--- config.mk ---
export PLATFORM = sky130hd
export DESIGN_NAME = stream_dma_channel_top
export DESIGN_NICKNAME = d
export VERILOG_FILES = /design/src/rtl/sdc_pkg.sv /design/src/rtl/sdc_front.sv /design/src/rtl/sdc_engine.sv /design/src/rtl/stream_dma_channel_top.sv
export VERILOG_INCLUDE_DIRS = /design/src /design/src/rtl
export SDC_FILE = /design/constraint.sdc
export NUM_CORES = 1
export LEC_CHECK = 0
export BUFFER_PORTS_ARGS = -buffer_cell sky130_fd_sc_hd__buf_2
export CORE_MARGIN = 2
export CORE_UTILIZATION = 40
export DETAILED_ROUTE_END_ITERATION = 8
export PLACE_DENSITY_LB_ADDON = 0.2
export SLEW_MARGIN = 30
export SYNTH_ARGS = -nofsm -noshare
export SYNTH_HDL_FRONTEND = slang
export SYNTH_SLANG_ARGS = --single-unit
export TNS_END_PERCENT = 1
--- constraint.sdc ---
create_clock -name i_clk -period 13.6 [get_ports i_clk]
set_input_delay 0.68 -clock i_clk [delete_from_list [all_inputs] [get_ports i_clk]]
set_output_delay 0.68 -clock i_clk [all_outputs]
set_load 0.02 [all_outputs]
--- src/rtl/stream_dma_channel_top_defines.svh ---
// Assertion macros used by the stream DMA channel engine
`ifndef STREAM_DMA_CHANNEL_TOP_DEFINES_SVH
`define STREAM_DMA_CHANNEL_TOP_DEFINES_SVH
// Assert that a condition implies a consequence in the same cycle
`define SDC_ASSERT_IMP(lbl, clk, rst_n, ante, cons) \
    lbl: assert property (@(posedge clk) disable iff (!rst_n) (ante) |-> (cons)) \
        else $error("assertion failed");
// Assert that a condition implies a consequence in the next cycle
`define SDC_ASSERT_NEXT(lbl, clk, rst_n, ante, cons) \
    lbl: assert property (@(posedge clk) disable iff (!rst_n) (ante) |=> (cons)) \
        else $error("assertion failed");
`endif

--- src/rtl/sdc_pkg.sv ---
// Package: types and constants for the stream DMA channel
package sdc_pkg;
    localparam int ADDR_HIGH_BITS  = 17;
    localparam int DONE_COUNT_BITS = 3;
    localparam int QUEUE_DEPTH     = 4;
    localparam int QUEUE_PTR_BITS  = 2;

    localparam logic [2:0] FUNC_REG_WRITE = 3'd0;
    localparam logic [2:0] FUNC_REG_READ  = 3'd1;
    localparam logic [2:0] FUNC_STREAM_IN = 3'd2;
    localparam logic [2:0] FUNC_MEM_DATA  = 3'd3;
    localparam logic [2:0] FUNC_TICK      = 3'd4;

    localparam logic [2:0] KIND_ACK       = 3'd0;
    localparam logic [2:0] KIND_READ_DATA = 3'd1;
    localparam logic [2:0] KIND_MEM_WRITE = 3'd2;
    localparam logic [2:0] KIND_STREAM    = 3'd3;
    localparam logic [2:0] KIND_READ_REQ  = 3'd4;

    localparam logic [3:0] REG_ADDR_LOW  = 4'd0;
    localparam logic [3:0] REG_SIZE      = 4'd1;
    localparam logic [3:0] REG_STATUS    = 4'd2;
    localparam logic [3:0] REG_CTRL      = 4'd3;
    localparam logic [3:0] REG_SUM       = 4'd4;
    localparam logic [3:0] REG_INT_STAT  = 4'd5;
    localparam logic [3:0] REG_INT_EN    = 4'd6;
    localparam logic [3:0] REG_INT_DIS   = 4'd7;
    localparam logic [3:0] REG_INT_MASK  = 4'd8;
    localparam logic [3:0] REG_CTRL2     = 4'd9;
    localparam logic [3:0] REG_ADDR_HIGH = 4'd10;

    localparam logic CFG_CHANNEL_IS_DST = 1'b0;
    localparam logic CFG_BYTE_ALIGN     = 1'b1;

    localparam logic [24:0] CTRL_RESET_SRC  = 25'h3FFE00;
    localparam logic [24:0] CTRL_RESET_DST  = 25'h3FFF00;
    localparam logic [27:0] CTRL2_RESET     = 28'h81BFFF8;
    localparam logic [7:0]  MASK_RESET_SRC  = 8'h7F;
    localparam logic [7:0]  MASK_RESET_DST  = 8'hFE;

    // One accepted request as passed from front to back
    typedef struct packed {
        logic [2:0]  func;
        logic [3:0]  reg_index;
        logic [31:0] write_data;
        logic [31:0] word_data;
        logic [2:0]  word_bytes;
        logic        downstream_ready;
    } t_req;

    // One result item
    typedef struct packed {
        logic [2:0]  kind;
        logic [31:0] read_data;
        logic [48:0] mem_addr;
        logic [31:0] out_data;
        logic [2:0]  out_bytes;
        logic        stream_end;
        logic        irq;
        logic        dropped;
        logic        last;
    } t_res;

    function automatic logic [31:0] keep_bytes(input logic [31:0] x, input logic [2:0] n);
        logic [31:0] m;
        case (n)
            3'd0:    m = 32'h0;
            3'd1:    m = 32'h0000_00FF;
            3'd2:    m = 32'h0000_FFFF;
            3'd3:    m = 32'h00FF_FFFF;
            default: m = 32'hFFFF_FFFF;
        endcase
        return x & m;
    endfunction

    function automatic logic [31:0] swap_bytes(input logic [31:0] x);
        return {x[7:0], x[15:8], x[23:16], x[31:24]};
    endfunction
endpackage

--- src/rtl/sdc_front.sv ---
// Front end: accept requests and queue them for the execution engine
module sdc_front
    import sdc_pkg::*;
(
    input  logic i_clk,
    input  logic i_rst_n,
    input  logic i_valid,
    output logic o_ready,
    input  t_req i_req,
    output logic o_q_valid,
    input  logic i_q_pop,
    output t_req o_q_req
);
    t_req                    r_mem [QUEUE_DEPTH];
    logic [QUEUE_PTR_BITS-1:0] r_wr, r_rd;
    logic [QUEUE_PTR_BITS:0]   r_cnt;
    logic                    push, pop;

    assign o_ready   = (r_cnt != (QUEUE_PTR_BITS+1)'(QUEUE_DEPTH));
    assign push      = i_valid && o_ready;
    assign o_q_valid = (r_cnt != '0);
    assign pop       = i_q_pop && o_q_valid;
    assign o_q_req   = r_mem[r_rd];

    // Store incoming requests
    always_ff @(posedge i_clk) begin
        if (push) r_mem[r_wr] <= i_req;
    end

    // Advance pointers and fill count
    always_ff @(posedge i_clk) begin
        if (!i_rst_n) begin
            r_wr  <= '0;
            r_rd  <= '0;
            r_cnt <= '0;
        end else begin
            if (push) r_wr <= r_wr + 1'b1;
            if (pop)  r_rd <= r_rd + 1'b1;
            r_cnt <= r_cnt + (QUEUE_PTR_BITS+1)'(push) - (QUEUE_PTR_BITS+1)'(pop);
        end
    end
endmodule

--- src/rtl/sdc_engine.sv ---
// Execution engine: register bank, transfer state and result generation
module sdc_engine
    import sdc_pkg::*;
(
    input  logic        i_clk,
    input  logic        i_rst_n,
    input  logic        i_cfg_valid,
    input  logic        i_cfg_index,
    input  logic        i_cfg_data,
    input  logic        i_q_valid,
    output logic        o_q_pop,
    input  t_req        i_q_req,
    output logic        o_res_valid,
    input  logic        i_res_take,
    output t_res        o_res
);
    `include "stream_dma_channel_top_defines.svh"

    logic                      r_is_dst, r_balign;
    logic [31:0]               r_addr_lo;
    logic [ADDR_HIGH_BITS-1:0] r_addr_hi;
    logic [29:0]               r_size;
    logic                      r_busy;
    logic [DONE_COUNT_BITS-1:0] r_done;
    logic [24:0]               r_ctrl;
    logic [27:0]               r_ctrl2;
    logic [31:0]               r_sum;
    logic [7:0]                r_ist, r_imask;
    logic [11:0]               r_pre, r_tmo;
    logic                      r_trun, r_rpend;

    // Output stage: up to two results held
    t_res r_out0, r_out1;
    logic r_v0, r_v1;

    logic [31:0]               n_addr_lo;
    logic [29:0]               n_size;
    logic                      n_busy;
    logic [DONE_COUNT_BITS-1:0] n_done;
    logic [24:0]               n_ctrl;
    logic [27:0]               n_ctrl2;
    logic [31:0]               n_sum;
    logic [7:0]                n_ist, n_imask;
    logic [11:0]               n_pre, n_tmo;
    logic                      n_trun, n_rpend;
    logic [ADDR_HIGH_BITS-1:0] n_addr_hi;
    t_res                      res0, res1;
    logic                      two;
    logic                      fire;

    // Output side is free when empty, or emptied this cycle with only one held
    assign fire    = i_q_valid && (!r_v0 || (i_res_take && !r_v1));
    assign o_q_pop = fire;
    assign o_res_valid = r_v0;
    assign o_res   = r_out0;

    always_comb begin
        logic [29:0] sz, s, lfm, btt, len, chunk, nadv;
        logic [31:0] x, y, rd;
        logic        paused, adv, rdy, tmo_on, kck, fin;
        logic [2:0]  wb;
        n_addr_lo = r_addr_lo; n_addr_hi = r_addr_hi; n_size = r_size; n_busy = r_busy;
        n_done = r_done; n_ctrl = r_ctrl; n_ctrl2 = r_ctrl2; n_sum = r_sum;
        n_ist = r_ist; n_imask = r_imask; n_pre = r_pre; n_tmo = r_tmo;
        n_trun = r_trun; n_rpend = r_rpend;
        res0 = '0; res1 = '0; two = 1'b0;
        adv = 1'b0; nadv = '0; kck = 1'b0; fin = 1'b0;
        rd = '0; x = '0; y = '0; btt = '0; len = '0; chunk = '0; s = '0;
        rdy = i_q_req.downstream_ready;
        lfm = r_balign ? 30'h2000_0000 : 30'h1;
        sz = {1'b0, (r_balign ? r_size[28:0] : {r_size[28:2], 2'b00})};
        paused = (r_ctrl[1:0] != 2'b00);
        tmo_on = r_ctrl2[22];
        res0.kind = KIND_ACK;
        wb = i_q_req.word_bytes;
        unique case (i_q_req.func)
            FUNC_REG_WRITE: begin
                unique case (i_q_req.reg_index)
                    REG_ADDR_LOW: n_addr_lo = i_q_req.write_data;
                    REG_SIZE: begin
                        n_size = i_q_req.write_data[29:0];
                        n_busy = 1'b1;
                        s = {1'b0, (r_balign ? i_q_req.write_data[28:0]
                                             : {i_q_req.write_data[28:2], 2'b00})};
                        if (s == '0) fin = 1'b1;
                        else if (!r_is_dst) kck = 1'b1;
                        sz = s;
                    end
                    REG_STATUS: n_done = r_done &
                        ~i_q_req.write_data[13 +: DONE_COUNT_BITS];
                    REG_CTRL: begin
                        n_ctrl = i_q_req.write_data[24:0];
                        if (!r_is_dst && i_q_req.write_data[1:0] == 2'b00) kck = 1'b1;
                    end
                    REG_SUM: n_sum = i_q_req.write_data;
                    REG_INT_STAT: begin
                        if (i_q_req.write_data[1] && r_ist[1]) n_done = r_done - 1'b1;
                        n_ist = r_ist & ~i_q_req.write_data[7:0];
                    end
                    REG_INT_EN:  n_imask = r_imask & ~i_q_req.write_data[7:0];
                    REG_INT_DIS: n_imask = r_imask | i_q_req.write_data[7:0];
                    REG_CTRL2:   n_ctrl2 = i_q_req.write_data[27:0];
                    REG_ADDR_HIGH: n_addr_hi = i_q_req.write_data[ADDR_HIGH_BITS-1:0];
                    default: ;
                endcase
            end
            FUNC_REG_READ: begin
                unique case (i_q_req.reg_index)
                    REG_ADDR_LOW: rd = r_addr_lo;
                    REG_SIZE:     rd = {2'b00, r_size};
                    REG_STATUS:   rd = 32'({r_done, 12'h0, r_busy});
                    REG_CTRL:     rd = {7'h0, r_ctrl};
                    REG_SUM:      rd = r_sum;
                    REG_INT_STAT: rd = {24'h0, r_ist};
                    REG_INT_MASK: rd = {24'h0, r_imask};
                    REG_CTRL2:    rd = {4'h0, r_ctrl2};
                    REG_ADDR_HIGH: rd = 32'(r_addr_hi);
                    default:      rd = '0;
                endcase
                res0.kind = KIND_READ_DATA;
                res0.read_data = rd;
            end
            FUNC_STREAM_IN: begin
                if (r_is_dst) begin
                    len = r_balign ? ((wb > 3'd4) ? 30'd4 : 30'(wb)) : 30'd4;
                    if (len != '0) begin
                        btt = (sz < len) ? sz : len;
                        if (paused || btt == '0) begin
                            n_ist = n_ist | 8'h80;
                            res0.dropped = 1'b1;
                        end else begin
                            x = keep_bytes(i_q_req.word_data, len[2:0]);
                            y = keep_bytes(r_ctrl[23] ? swap_bytes(x) : x, btt[2:0]);
                            res0.kind = KIND_MEM_WRITE;
                            res0.mem_addr = {r_addr_hi, r_addr_lo};
                            res0.out_data = y;
                            res0.out_bytes = btt[2:0];
                            adv = 1'b1; nadv = btt;
                        end
                    end
                end
            end
            FUNC_MEM_DATA: begin
                if (!r_is_dst && r_rpend) begin
                    chunk = (sz < 30'd4) ? sz : 30'd4;
                    n_rpend = 1'b0;
                    if (chunk != '0) begin
                        x = keep_bytes(i_q_req.word_data, chunk[2:0]);
                        n_sum = r_sum + x;
                        y = keep_bytes(r_ctrl[23] ? swap_bytes(x) : x, chunk[2:0]);
                        res0.kind = KIND_STREAM;
                        res0.out_data = y;
                        res0.out_bytes = chunk[2:0];
                        res0.stream_end = (chunk == sz) && ((r_size & lfm) != '0);
                        adv = 1'b1; nadv = chunk;
                        kck = 1'b1;
                    end
                end
            end
            default: ;
        endcase
        // Advance the transfer
        if (adv) begin
            s = sz - nadv;
            if (!r_ctrl[22]) n_addr_lo = r_addr_lo + 32'(nadv);
            n_size = (r_size & lfm) | {1'b0, s[28:0]};
            if (s == '0) fin = 1'b1;
            sz = s;
        end
        // Complete the transfer
        if (fin) begin
            n_done = n_done + 1'b1;
            n_busy = 1'b0;
            n_ist  = n_ist | (r_is_dst ? 8'h02 : 8'h03);
        end
        // Restart the stall timer
        if (kck) begin
            n_trun = 1'b0;
            if (r_ctrl2[22] && sz != '0 && !rdy) begin
                n_pre  = r_ctrl2[15:4];
                n_tmo  = (i_q_req.func == FUNC_REG_WRITE && i_q_req.reg_index == REG_CTRL)
                         ? i_q_req.write_data[21:10] : r_ctrl[21:10];
                n_trun = 1'b1;
            end
        end
        if (!r_is_dst && rdy) n_trun = 1'b0;
        // Count the stall timer
        if (i_q_req.func == FUNC_TICK && n_trun) begin
            if (n_pre != '0) n_pre = n_pre - 1'b1;
            else begin
                n_pre = r_ctrl2[15:4];
                if (n_tmo <= 12'd1) begin
                    n_trun = 1'b0;
                    if (tmo_on) n_ist = n_ist | 8'h08;
                end else n_tmo = n_tmo - 1'b1;
            end
        end
        // Issue a memory read request
        if (!r_is_dst && sz != '0 && n_ctrl[1:0] == 2'b00 && rdy && !n_rpend) begin
            n_rpend = 1'b1;
            two = 1'b1;
            res1.kind = KIND_READ_REQ;
            res1.mem_addr = {n_addr_hi, n_addr_lo};
            res1.out_bytes = (sz < 30'd4) ? sz[2:0] : 3'd4;
        end
        res0.irq = (n_ist & ~n_imask) != 8'h0;
        res1.irq = res0.irq;
        res0.last = !two;
        res1.last = 1'b1;
    end

    // Update channel state
    always_ff @(posedge i_clk) begin
        if (!i_rst_n) begin
            r_is_dst <= 1'b1; r_balign <= 1'b0;
            r_addr_lo <= '0; r_addr_hi <= '0; r_size <= '0; r_busy <= 1'b0;
            r_done <= '0; r_ctrl <= CTRL_RESET_DST; r_ctrl2 <= CTRL2_RESET;
            r_sum <= '0; r_ist <= '0; r_imask <= MASK_RESET_DST;
            r_pre <= '0; r_tmo <= '0; r_trun <= 1'b0; r_rpend <= 1'b0;
        end else if (i_cfg_valid) begin
            if (i_cfg_index == CFG_CHANNEL_IS_DST) begin
                r_is_dst <= i_cfg_data;
                r_ctrl   <= i_cfg_data ? CTRL_RESET_DST : CTRL_RESET_SRC;
                r_imask  <= i_cfg_data ? MASK_RESET_DST : MASK_RESET_SRC;
            end else r_balign <= i_cfg_data;
        end else if (fire) begin
            r_addr_lo <= n_addr_lo; r_addr_hi <= n_addr_hi; r_size <= n_size;
            r_busy <= n_busy; r_done <= n_done; r_ctrl <= n_ctrl; r_ctrl2 <= n_ctrl2;
            r_sum <= n_sum; r_ist <= n_ist; r_imask <= n_imask;
            r_pre <= n_pre; r_tmo <= n_tmo; r_trun <= n_trun; r_rpend <= n_rpend;
        end
    end

    // Hold results until taken
    always_ff @(posedge i_clk) begin
        if (!i_rst_n) begin
            r_v0 <= 1'b0; r_v1 <= 1'b0;
        end else if (fire) begin
            r_v0 <= 1'b1; r_v1 <= two;
        end else if (i_res_take && r_v0) begin
            r_v0 <= r_v1; r_v1 <= 1'b0;
        end
    end

    always_ff @(posedge i_clk) begin
        if (fire) begin
            r_out0 <= res0; r_out1 <= res1;
        end else if (i_res_take && r_v0) begin
            r_out0 <= r_out1;
        end
    end

    `SDC_ASSERT_IMP(a_pair_order, i_clk, i_rst_n, r_v1, r_v0)
    `SDC_ASSERT_IMP(a_second_last, i_clk, i_rst_n, r_v1, r_out1.last && !r_out0.last)
    `SDC_ASSERT_NEXT(a_req_pend, i_clk, i_rst_n, fire && two, r_rpend)
endmodule

--- src/rtl/stream_dma_channel_top.sv ---
// Throughput: one request per cycle when each yields one result, if results are
// taken at once and no config write stalls; a two-result request holds the next
// until its second result leaves the single output port. A request is queued on
// acceptance, popped by the engine, and its first result registered at the pop.
// Reset: synchronous active-low clears the queue, results and register bank to
// destination-role defaults; no clearing pass.
module stream_dma_channel_top
    import sdc_pkg::*;
(
    input  logic        i_clk,
    input  logic        i_rst_n,
    input  logic        i_cfg_valid,
    output logic        o_cfg_ready,
    input  logic        i_cfg_index,
    input  logic        i_cfg_data,
    input  logic        i_valid,
    output logic        o_ready,
    input  logic [2:0]  i_func,
    input  logic [3:0]  i_reg_index,
    input  logic [31:0] i_write_data,
    input  logic [31:0] i_word_data,
    input  logic [2:0]  i_word_bytes,
    input  logic        i_downstream_ready,
    output logic        o_valid,
    input  logic        i_ready,
    output logic [2:0]  o_kind,
    output logic [31:0] o_read_data,
    output logic [48:0] o_mem_addr,
    output logic [31:0] o_out_data,
    output logic [2:0]  o_out_bytes,
    output logic        o_stream_end,
    output logic        o_irq,
    output logic        o_dropped,
    output logic        o_last
);
    t_req req, q_req;
    t_res res;
    logic q_valid, q_pop;

    assign req = '{func: i_func, reg_index: i_reg_index, write_data: i_write_data,
                   word_data: i_word_data, word_bytes: i_word_bytes,
                   downstream_ready: i_downstream_ready};
    assign o_cfg_ready = 1'b1;

    sdc_front u_front (
        .i_clk(i_clk), .i_rst_n(i_rst_n), .i_valid(i_valid), .o_ready(o_ready),
        .i_req(req), .o_q_valid(q_valid), .i_q_pop(q_pop), .o_q_req(q_req)
    );

    sdc_engine u_engine (
        .i_clk(i_clk), .i_rst_n(i_rst_n), .i_cfg_valid(i_cfg_valid),
        .i_cfg_index(i_cfg_index), .i_cfg_data(i_cfg_data),
        .i_q_valid(q_valid && !i_cfg_valid), .o_q_pop(q_pop), .i_q_req(q_req),
        .o_res_valid(o_valid), .i_res_take(i_ready), .o_res(res)
    );

    assign o_kind       = res.kind;
    assign o_read_data  = res.read_data;
    assign o_mem_addr   = res.mem_addr;
    assign o_out_data   = res.out_data;
    assign o_out_bytes  = res.out_bytes;
    assign o_stream_end = res.stream_end;
    assign o_irq        = res.irq;
    assign o_dropped    = res.dropped;
    assign o_last       = res.last;
endmodule

; Word level (Yosys, flattened, before mapping)
; Memory sizes are Yosys's and may differ from the RTL's. A register that Yosys moved wholly into a read port is not among the register bits.
; Index checks and enable logic that the tools add are counted.
[op_classes]
n_addsub = 11
multipliers = 0
n_div = 0
order_cmp = 5
eq_ne = 29
shifts = 0
n_mux = 143
bitwise = 17
reduce_logical = 65
[op_table]
columns = op, count
row1 = 32-bit two-way mux, 21
row2 = 32-bit case mux with 4 select lines, 3
row3 = 30-bit two-way mux, 12
row4 = 32-bit case mux with 9 select lines, 1
row5 = 84-bit two-way mux, 3
row6 = 123-bit two-way mux, 2
row7 = 32-bit bitwise AND, 4
row8 = 25-bit two-way mux, 5
row9 = 12-bit two-way mux, 10
row10 = 30-bit nonzero test, 4
row11 = 29-bit two-way mux, 3
row12 = 8-bit two-way mux, 10
row13 = 36-bit two-way mux, 2
row14 = 35-bit case mux with 2 select lines, 1
row15 = 32-bit case mux with 2 select lines, 1
row16 = 30-bit zero test, 2
row17 = 30-bit case mux with 2 select lines, 1
row18 = 49-bit two-way mux, 1
row19 = 1-bit two-way mux, 38
row20 = 17-bit two-way mux, 2
row21 = 32-bit by 30-bit adder with 32-bit output, 1
row22 = 32-bit adder, 1
row23 = 8-bit case mux with 2 select lines, 2
row24 = 30-bit bitwise AND, 1
row25 = 51 further kinds, 139
[word_totals]
regBits = 400
latchBits = 0
ramBits = 300
rom_bits = 0
inputBits = 82
out_inout_bits = 126
wordCells = 307
n_memories = 1
[mem_list]
columns = memory, depth, word_bits, read_ports, rd_clocked_by_memory_dff, wr, line
row1 = u_front.r_mem, 4, 75, 1, 1, 1, sdc_front.sv:14  ; t_req r_mem [QUEUE_DEPTH];

; Logic depth before layout (Yosys ltp)
; Gate-level depths: netlist (run 1).
[logic_depth]
depth_word = 25
depth_mapped = 39
mapped_depth_nobuf = 32

; Hierarchy
; A second synthesis (run 1) with hierarchy kept.
[hier_totals]
hier_cells = 3595
area_unflattened_um2 = 36769.0
[modules_own_cells]
columns = mod, n_inst, cells_per_inst, area_each_um2, seq_area_each_um2
row1 = sdc_engine, 1, 3153, 25456.9, 9599.2
row2 = sdc_front, 1, 439, 11287.1, 9188.8
row3 = stream_dma_channel_top, 1, 3, 25.0, 0.0

; Worst setup path after synthesis (run 1)
; OpenSTA, ideal clock, no wires.
[synth_path]
path_kind = input -> register
start = input port i_cfg_valid
end = register u_engine.r_out0 (netlist bit u_engine.o_res[0]) (enable)
setup_time_ns = 0.775
t_arrival_ns = 9.605
t_required_ns = 12.825
setup_slack_ns = 3.221
path_stages = 2
path_buffers = 0
cell_sequence = or2_2 o21ai_0
[synth_via]
elab_chain_len = 4
[synth_rtl]
columns = element, line
row1 = "start, declared", stream_dma_channel_top.sv:12  ; input logic i_cfg_valid,
row2 = 1-bit zero test, stream_dma_channel_top.sv:53  ; .i_q_valid(q_valid && !i_cfg_valid), .o_q_pop(q_pop), .i_q_req(q_req),
row3 = 1-bit logical AND, stream_dma_channel_top.sv:53
row4 = 1-bit logical AND, sdc_engine.sv:52  ; assign fire = i_q_valid && (!r_v0 || (i_res_take && !r_v1));
row5 = 2-bit nonzero test (no line), n/a
row6 = "end signal, assigned", sdc_engine.sv:247  ; r_out0 <= res0; r_out1 <= res1;
row7 = "end signal, assigned", sdc_engine.sv:249  ; r_out0 <= r_out1;
row8 = "end, declared", sdc_engine.sv:33  ; t_res r_out0, r_out1;
; No other way between the ends.
; A chain may end at the register's enable or synchronous reset.

==> impl_results.md, run 1 <==
- Post-CTS Hold Buffers: 0
- Final Power: 7.83 mW
- P&R area growth vs syn: 14.0%
- Slowest-stage cell, CP: a2111oi_0
- Die H: 307 µm
- Mux cell area share after synthesis: 7.18%
- Row cnt: 111
- First-pass GRT wire length: 189000 µm
- Die ar.: 0.0942 mm²
- Die W: 307 µm
- Nets@finish: 3969
- Synth top area cells: edfxtp_1, dfxtp_1, nand2_1, mux4_2, a21oi_1
- Clk sinks: 700
- Final WL: 129000 µm
- Initial Util: 40.2%
- Setup TNS: 0 ns
- Vias in the first global route: 28200
- DRC Markers: 0
- Largest net degree at the start of global routing: 106
- Post-Synth Adder-Cell Area: 3.73%
- Library cells used by synthesis: 97
- Critical path required time: 14.17 ns
- Largest family of logic cells by synthesized area: simple AND/OR/NAND/NOR gates
- Wire per inst: 25.7 µm
- Latest clock arrival within the worst-skew pair: 0.68 ns
- CP peak stage delay: 0.69 ns
- Worst Tran Pin Value: 1.01 ns
- Clock-pin transition on the worst setup and hold timing paths: 0.06 ns
- Compound-Gate Fraction of Synth Area: 15.8%
- Final Cell Area: 0.0419 mm²
- Post-layout min period: 10.37 ns
- All-Layer GR Usage: 26.9%
- Crit. End Element: flop
- Synth Register Bits: 700
- # fillers: 8556
- Critical path launch point type: flop
- Peak supply drop: 0.125 mV
- CP arrival: 10.93 ns
- Mapped Cells: 3624
- Antenna violations before repair: 13
- DP Wirelength: 91600 µm
- Post-synth EDFFs: 477
- Setup Fix Bufs, Post-CTS: 0
- Clock Root Buffer: clkbuf_16
- Final Cycle Share: 76.2%
- Leakage: 15.1 nW
- Final worst slack: 3.23 ns
- Hold crit path type: in2reg
- Async set or reset register ratio after synthesis: 0%
- Htree depth: 3
- Max cap viols: 0
- Sequential area share after synthesis: 51.2%
- Placed inst area: 0.0390 mm²
- Fin Clk Skew: 0.0297 ns
- Longest Clk Path Bufs: 3
- Share of the synthesized area in the top cell type: 39.0%
- WS Path Type: reg2reg
- Power Dens Cells: 187 mW/mm²
- Syn. warnings: 0
- Core area: 0.0914 mm²
- Final core utilization: 45.8%
- Crit Path Max Fanout: 18
- Synthesized area: 0.0367 mm²
- Synth Area in XOR/XNOR: 1.65%
- Normalized max-slew margin: 32.9%
- GRT Residual Overflow: 0
- IO buf count: 206
- Via count: 30300
- Commonest cells after routing, fill and taps aside: nand2_1, edfxtp_1, nor2_1
- Status: finished, final reports clean
- I/O Pins: 208
- Final setup fails: 0
- Mean cell area of the mapped netlist: 10.1 µm²
- FMAX: 0.0965 GHz
- Layout cell share with drive strength beyond 1: 15.3%
- Max Slew Vio Count: 0
- Prevailing post-synth register cell: edfxtp_1
- Largest area contributor in the netlist: edfxtp_1
- DRT iter0 DRCs: 3582
- Cts repair resizes: 0
- 1st-pass router iterations: 8
- CTS tree: built
- Simple-gate area share of the yosys netlist: 17.3%
- Final Hold Viols: 0
- Place WS: 3.18 ns
- Antenna-violating nets left: 0
- RSZ-0062 raised after global routing: no
- Leading cell type in the layout, fill and taps excluded: nand2_1
- Most common cell on crit path: or4_1
- Global placement routability congestion: 0.985
- Cts bufs inserted: 81
- Drt via density: 6.02
cell type report:
cell class	instances	area, µm²	share of cell area [%]
sequential	700	18800	44.9
multi-input combinational	2687	17100	40.8
clock buffer	100	2190	5.23
tap	1186	1480	3.54
timing repair buffer	260	1470	3.50
clock inverter	51	651	1.55
inverter	50	193	0.460
antenna	2	5.00	0.0120
registers in the layout (all words and copies together) (netlist names), named ones only:
name	cells
u_front.r_mem	300
u_engine.o_res	123
u_engine.r_out1	54
u_engine.r_addr_lo	32
u_engine.r_sum	32
u_engine.r_size	30
u_engine.r_ctrl2	28
u_engine.r_ctrl	25
u_engine.r_addr_hi	17
u_engine.r_pre	12
u_engine.r_tmo	12
u_engine.r_imask	8
u_engine.r_ist	8
u_engine.r_done	3
u_front.r_cnt	3
u_front.r_rd	2
u_front.r_wr	2
u_engine.o_res_valid	1
u_engine.r_balign	1
u_engine.r_busy	1
u_engine.r_is_dst	1
u_engine.r_rpend	1
u_engine.r_trun	1
u_engine.r_v1	1
synthesized netlist by cell type, types with 13 or more instances:
cell type / number
a211oi_1: 30
a31oi_1: 62
a21o_1: 31
mux2_2: 53
o22ai_1: 27
nor3_1: 88
buf_1: 29
and3_1: 26
nand2b_1: 33
clkbuf_1: 186
or3_1: 20
buf_2: 13
nand3_1: 173
nand4_1: 14
a22oi_1: 90
mux4_2: 75
and2_1: 35
a21oi_1: 291
nor2b_1: 28
mux2i_1: 35
o21ai_0: 147
or2_2: 15
xor2_1: 25
xnor2_1: 44
nor2_1: 330
edfxtp_1: 477
o21a_1: 29
a311oi_1: 16
inv_1: 46
ha_1: 103
dfxtp_1: 223
nand2_1: 549
o211ai_1: 32
nor4_1: 21
metal layers:
metal | global-route usage (%) | part of all wire [%] | vias up
met5 | 0 | 0.085 | -
met4 | 11.6 | 4.9 | 18
met3 | 5.27 | 9.0 | 292
met2 | 39.8 | 43 | 1431
met1 | 38.3 | 43 | 14800
li1 | - | - | 13800
stage by stage:
| step | hold WS [ns] | cells |
|---|---|---|
| after floorplan | 0.425 | 3675 |
| after global placement | 0.439 | 4882 |
| after detailed placement | 0.445 | 4882 |
| after CTS | 0.195 | 5033 |
| after global routing | 0.200 | 5034 |
| final | 0.224 | 5036 |
worst max-delay path: cells and delay by family, from the launching register on:
| family | cells | cell delay [ns] |
|---|---|---|
| adders and majority gates | 3 | 0.95 |
| buffers and inverters | 3 | 0.62 |
| and+or+nand+nor | 17 | 4.84 |
| DFF | 1 | 0.57 |
| muxes | 2 | 0.87 |
| AOI/OAI and AO/OA | 7 | 2.40 |
kinds of logic after synthesis:
logic type,Yosys count
and+or+nand+nor,1392
AOI/OAI and AO/OA,903
DFF,700
buffers and inverters,288
muxes,163
adders and majority gates,107
xor gates and xnor gates,69
other,2
final timing paths:
kind                            slack, ns                             from  cells past startpoint                         endpoint
worst max-delay path                 3.23                             flop                     32   u_engine.r_tmo[9]$_SDFFE_PN0P_
worst min-delay path                 0.22                 i_write_data[31]                      1   u_front.r_mem[3][67]$_DFFE_PP_
worst max register to register       3.23                             flop                     32   u_engine.r_tmo[9]$_SDFFE_PN0P_
worst min register to register       0.46  u_engine.r_ctrl[5]$_SDFFE_PN0P_                      2  u_engine.r_ctrl[5]$_SDFFE_PN0P_
where the power goes:
group | total [mW] | internal, mW | switching [mW]
Clock | 2.30 | 1.35 | 0.943
Combinational | 2.77 | 0.819 | 1.95
Sequential | 2.77 | 2.63 | 0.136
Total | 7.83 | 4.80 | 3.03
Power figures use the tool's default switching activity.
==> inputs of run 2 (changes only) <==
Clock period 13.6 ns to 8.7 ns, I/O delays scaled along.
==> impl_results.md, run 2 (synthesis gave the netlist of run 1 again) <==
- Clock Root Buffer: clkbuf_16
- Crit path buffers/inverters: 2 (-1)
- GRT Residual Overflow: 0 (unchanged)
- CTS tree: built
- Max Slew Vio Count: 0 (unchanged)
- Leakage: 15.7 nW (+4.0%)
- FMAX: 0.121 GHz (+25%)
- GR Layer Usage met3: 5.22% (-0.041 points)
- Global Route met1 Usage: 38.6% (+0.24 points)
- Die W: 307 µm (unchanged)
- 1st-pass router iterations: 6 (-2)
- Crit. End Element: flop
- Vias in the first global route: 28700 (+1.8%)
- Critical path required time: 9.25 ns (-4.92 ns)
- Antenna violations before repair: 4 (-9)
- Hold crit path type: in2reg
- Final WL: 129000 µm (-0.52%)
- Cts bufs inserted: 76 (-6.2%)
- Longest Clk Path Bufs: 3 (unchanged)
- Hold Path Stages: 1 (unchanged)
- Gate power share: 37.3% (+1.9 points)
- Final core utilization: 47.1% (+1.3 points)
- Pint: 7.49 mW (+56%)
- Critical path launch point type: flop
- Clk sinks: 700 (unchanged)
- DP Wirelength: 91700 µm (+0.12%)
- Slowest-stage cell, CP: or4_1
- Via count: 30800 (+1.6%)
- Leading cell type in the layout, fill and taps excluded: nand2_1
- Final setup fails: 0 (unchanged)
- First-pass GRT wire length: 190000 µm (+0.80%)
- Nets@finish: 4128 (+4.0%)
- Clock-pin transition on the worst setup and hold timing paths: 0.06 ns (about the same)
- Power Dens Cells: 283 mW/mm² (+51%)
- I/O Pins: 208 (unchanged)
- Normalized max-slew margin: 28.0% (-4.9 points)
- Final Hold Viols: 0 (unchanged)
- Final Power: 12.2 mW (+56%)
- Busiest grt layer: met2
- Max FFs per register: 300 (unchanged)
- # fillers: 8596 (+0.47%)
- DRC Markers: 0 (unchanged)
- Place WS: 0.0599 ns (-3.12 ns)
- Finished Layout Cells: 5192 (+3.1%)
- Wire per inst: 24.8 µm (-3.5%)
- Htree depth: 3 (unchanged)
- Largest net degree at the start of global routing: 70 (-34%)
- Die H: 307 µm (unchanged)
- Most flops, register: u_front.r_mem
- Sw Share: 38.6% (-0.11 points)
- Worst Tran Pin Value: 1.08 ns (+0.0732 ns)
- Switching power: 4.70 mW (+55%)
- Crit Path Max Fanout: 5 (-13)
- Crit-path leading delay family: simple AND/OR/NAND/NOR gates
- Global placement routability congestion: 1.02 (+3.9%)
- Final worst slack: 0.424 ns (-2.81 ns)
- Seq pwr share: 35.3% (about the same)
- Peak supply drop: 0.189 mV (+52%)
- Post-layout min period: 8.28 ns (-2.09 ns)
- Met2 GRT Util: 39.1% (-0.67 points)
- P&R area growth vs syn: 17.2%
- All-Layer GR Usage: 26.9% (about the same)
- Latest clock arrival within the worst-skew pair: 0.65 ns (-0.03 ns)
- Final Cycle Share: 95.1% (+19 points)
- Crit. path cell count: 31 (-3.1%)
- Layout cell share with drive strength beyond 1: 17.2% (+1.9 points)
- Clock Power Share: 27.4% (-1.9 points)
- Drt via density: 5.93 (-1.5%)
- CP peak stage delay: 0.58 ns (-0.11 ns)
- Fin Clk Skew: 0.0319 ns (+0.00218 ns)
- Core area: 0.0914 mm² (unchanged)
- Worst r2r path cells: 31 (-3.1%)
- Max cap viols: 0 (unchanged)
- Status: finished, final reports clean
- Setup TNS: 0 ns (unchanged)
- Die ar.: 0.0942 mm² (unchanged)
- Commonest cells after routing, fill and taps aside: nand2_1, edfxtp_1, nor2_1
- WS Path Type: reg2reg
- Antenna-violating nets left: 0 (unchanged)
- IO buf count: 206 (unchanged)
- CP arrival: 8.82 ns (-2.11 ns)
- Row cnt: 111 (unchanged)
- DRT iter0 DRCs: 3568 (-0.39%)
- Initial Util: 40.2% (unchanged)
- Inst Count DP: 4976 (+1.9%)
run 2: final timing paths:
kind                                        start                         endpoint  slack (ns)
setup / recovery                             flop   u_engine.r_tmo[9]$_SDFFE_PN0P_        0.42
hold / removal                    i_word_data[20]   u_front.r_mem[3][24]$_DFFE_PP_        0.04
setup reg to reg                             flop   u_engine.r_tmo[9]$_SDFFE_PN0P_        0.42
hold reg to reg   u_engine.r_ctrl[3]$_SDFFE_PN0P_  u_engine.r_ctrl[3]$_SDFFE_PN0P_        0.45
run 2: stage by stage:
step / cell area [µm²] / hold WS [ns]
finish: 43000 / 0.0361
global route: 43000 / 0.00696
CTS: 42900 / 0.00138
detailed placement: 39700 / 0.444
global placement: 39700 / 0.438
floorplan: 36900 / 0.425
run 2: repair_timing:
item,in CTS,in global routing
endpoints found under the setup margin,0,17
buffers inserted,0,5
hold buffers,66,0
gates resized for setup,0,21
endpoints found under the hold margin,259,0
run 2: power groups by stage:
stage / Combinational (mW) / Clock [mW] / Sequential (mW)
floorplan: 2.53 / 0 / 4.59
global placement: 4.40 / 0 / 4.36
detailed placement: 4.41 / 0 / 4.37
CTS: 4.45 / 3.39 / 4.30
global route: 4.84 / 3.52 / 4.34
finish: 4.55 / 3.34 / 4.30
run 2: area by class of cell:
type,count,area (µm²),area share [%]
Antenna cell,4,10.0,0.0233
Clock buffer,102,2060,4.79
Clock inverter,39,469,1.09
Inverter,50,193,0.448
Multi-Input combinational cell,2687,17200,39.9
Sequential cell,700,18800,43.7
Tap cell,1186,1480,3.45
Timing Repair Buffer,424,2860,6.65
run 2: layer usage:
layer | wire (µm) | vias to the layer above
met3 | 11800 | 266
met5 | 0 | -
met2 | 54400 | 1472
met1 | 55800 | 14900
met4 | 6630 | 0
li1 | - | 14100
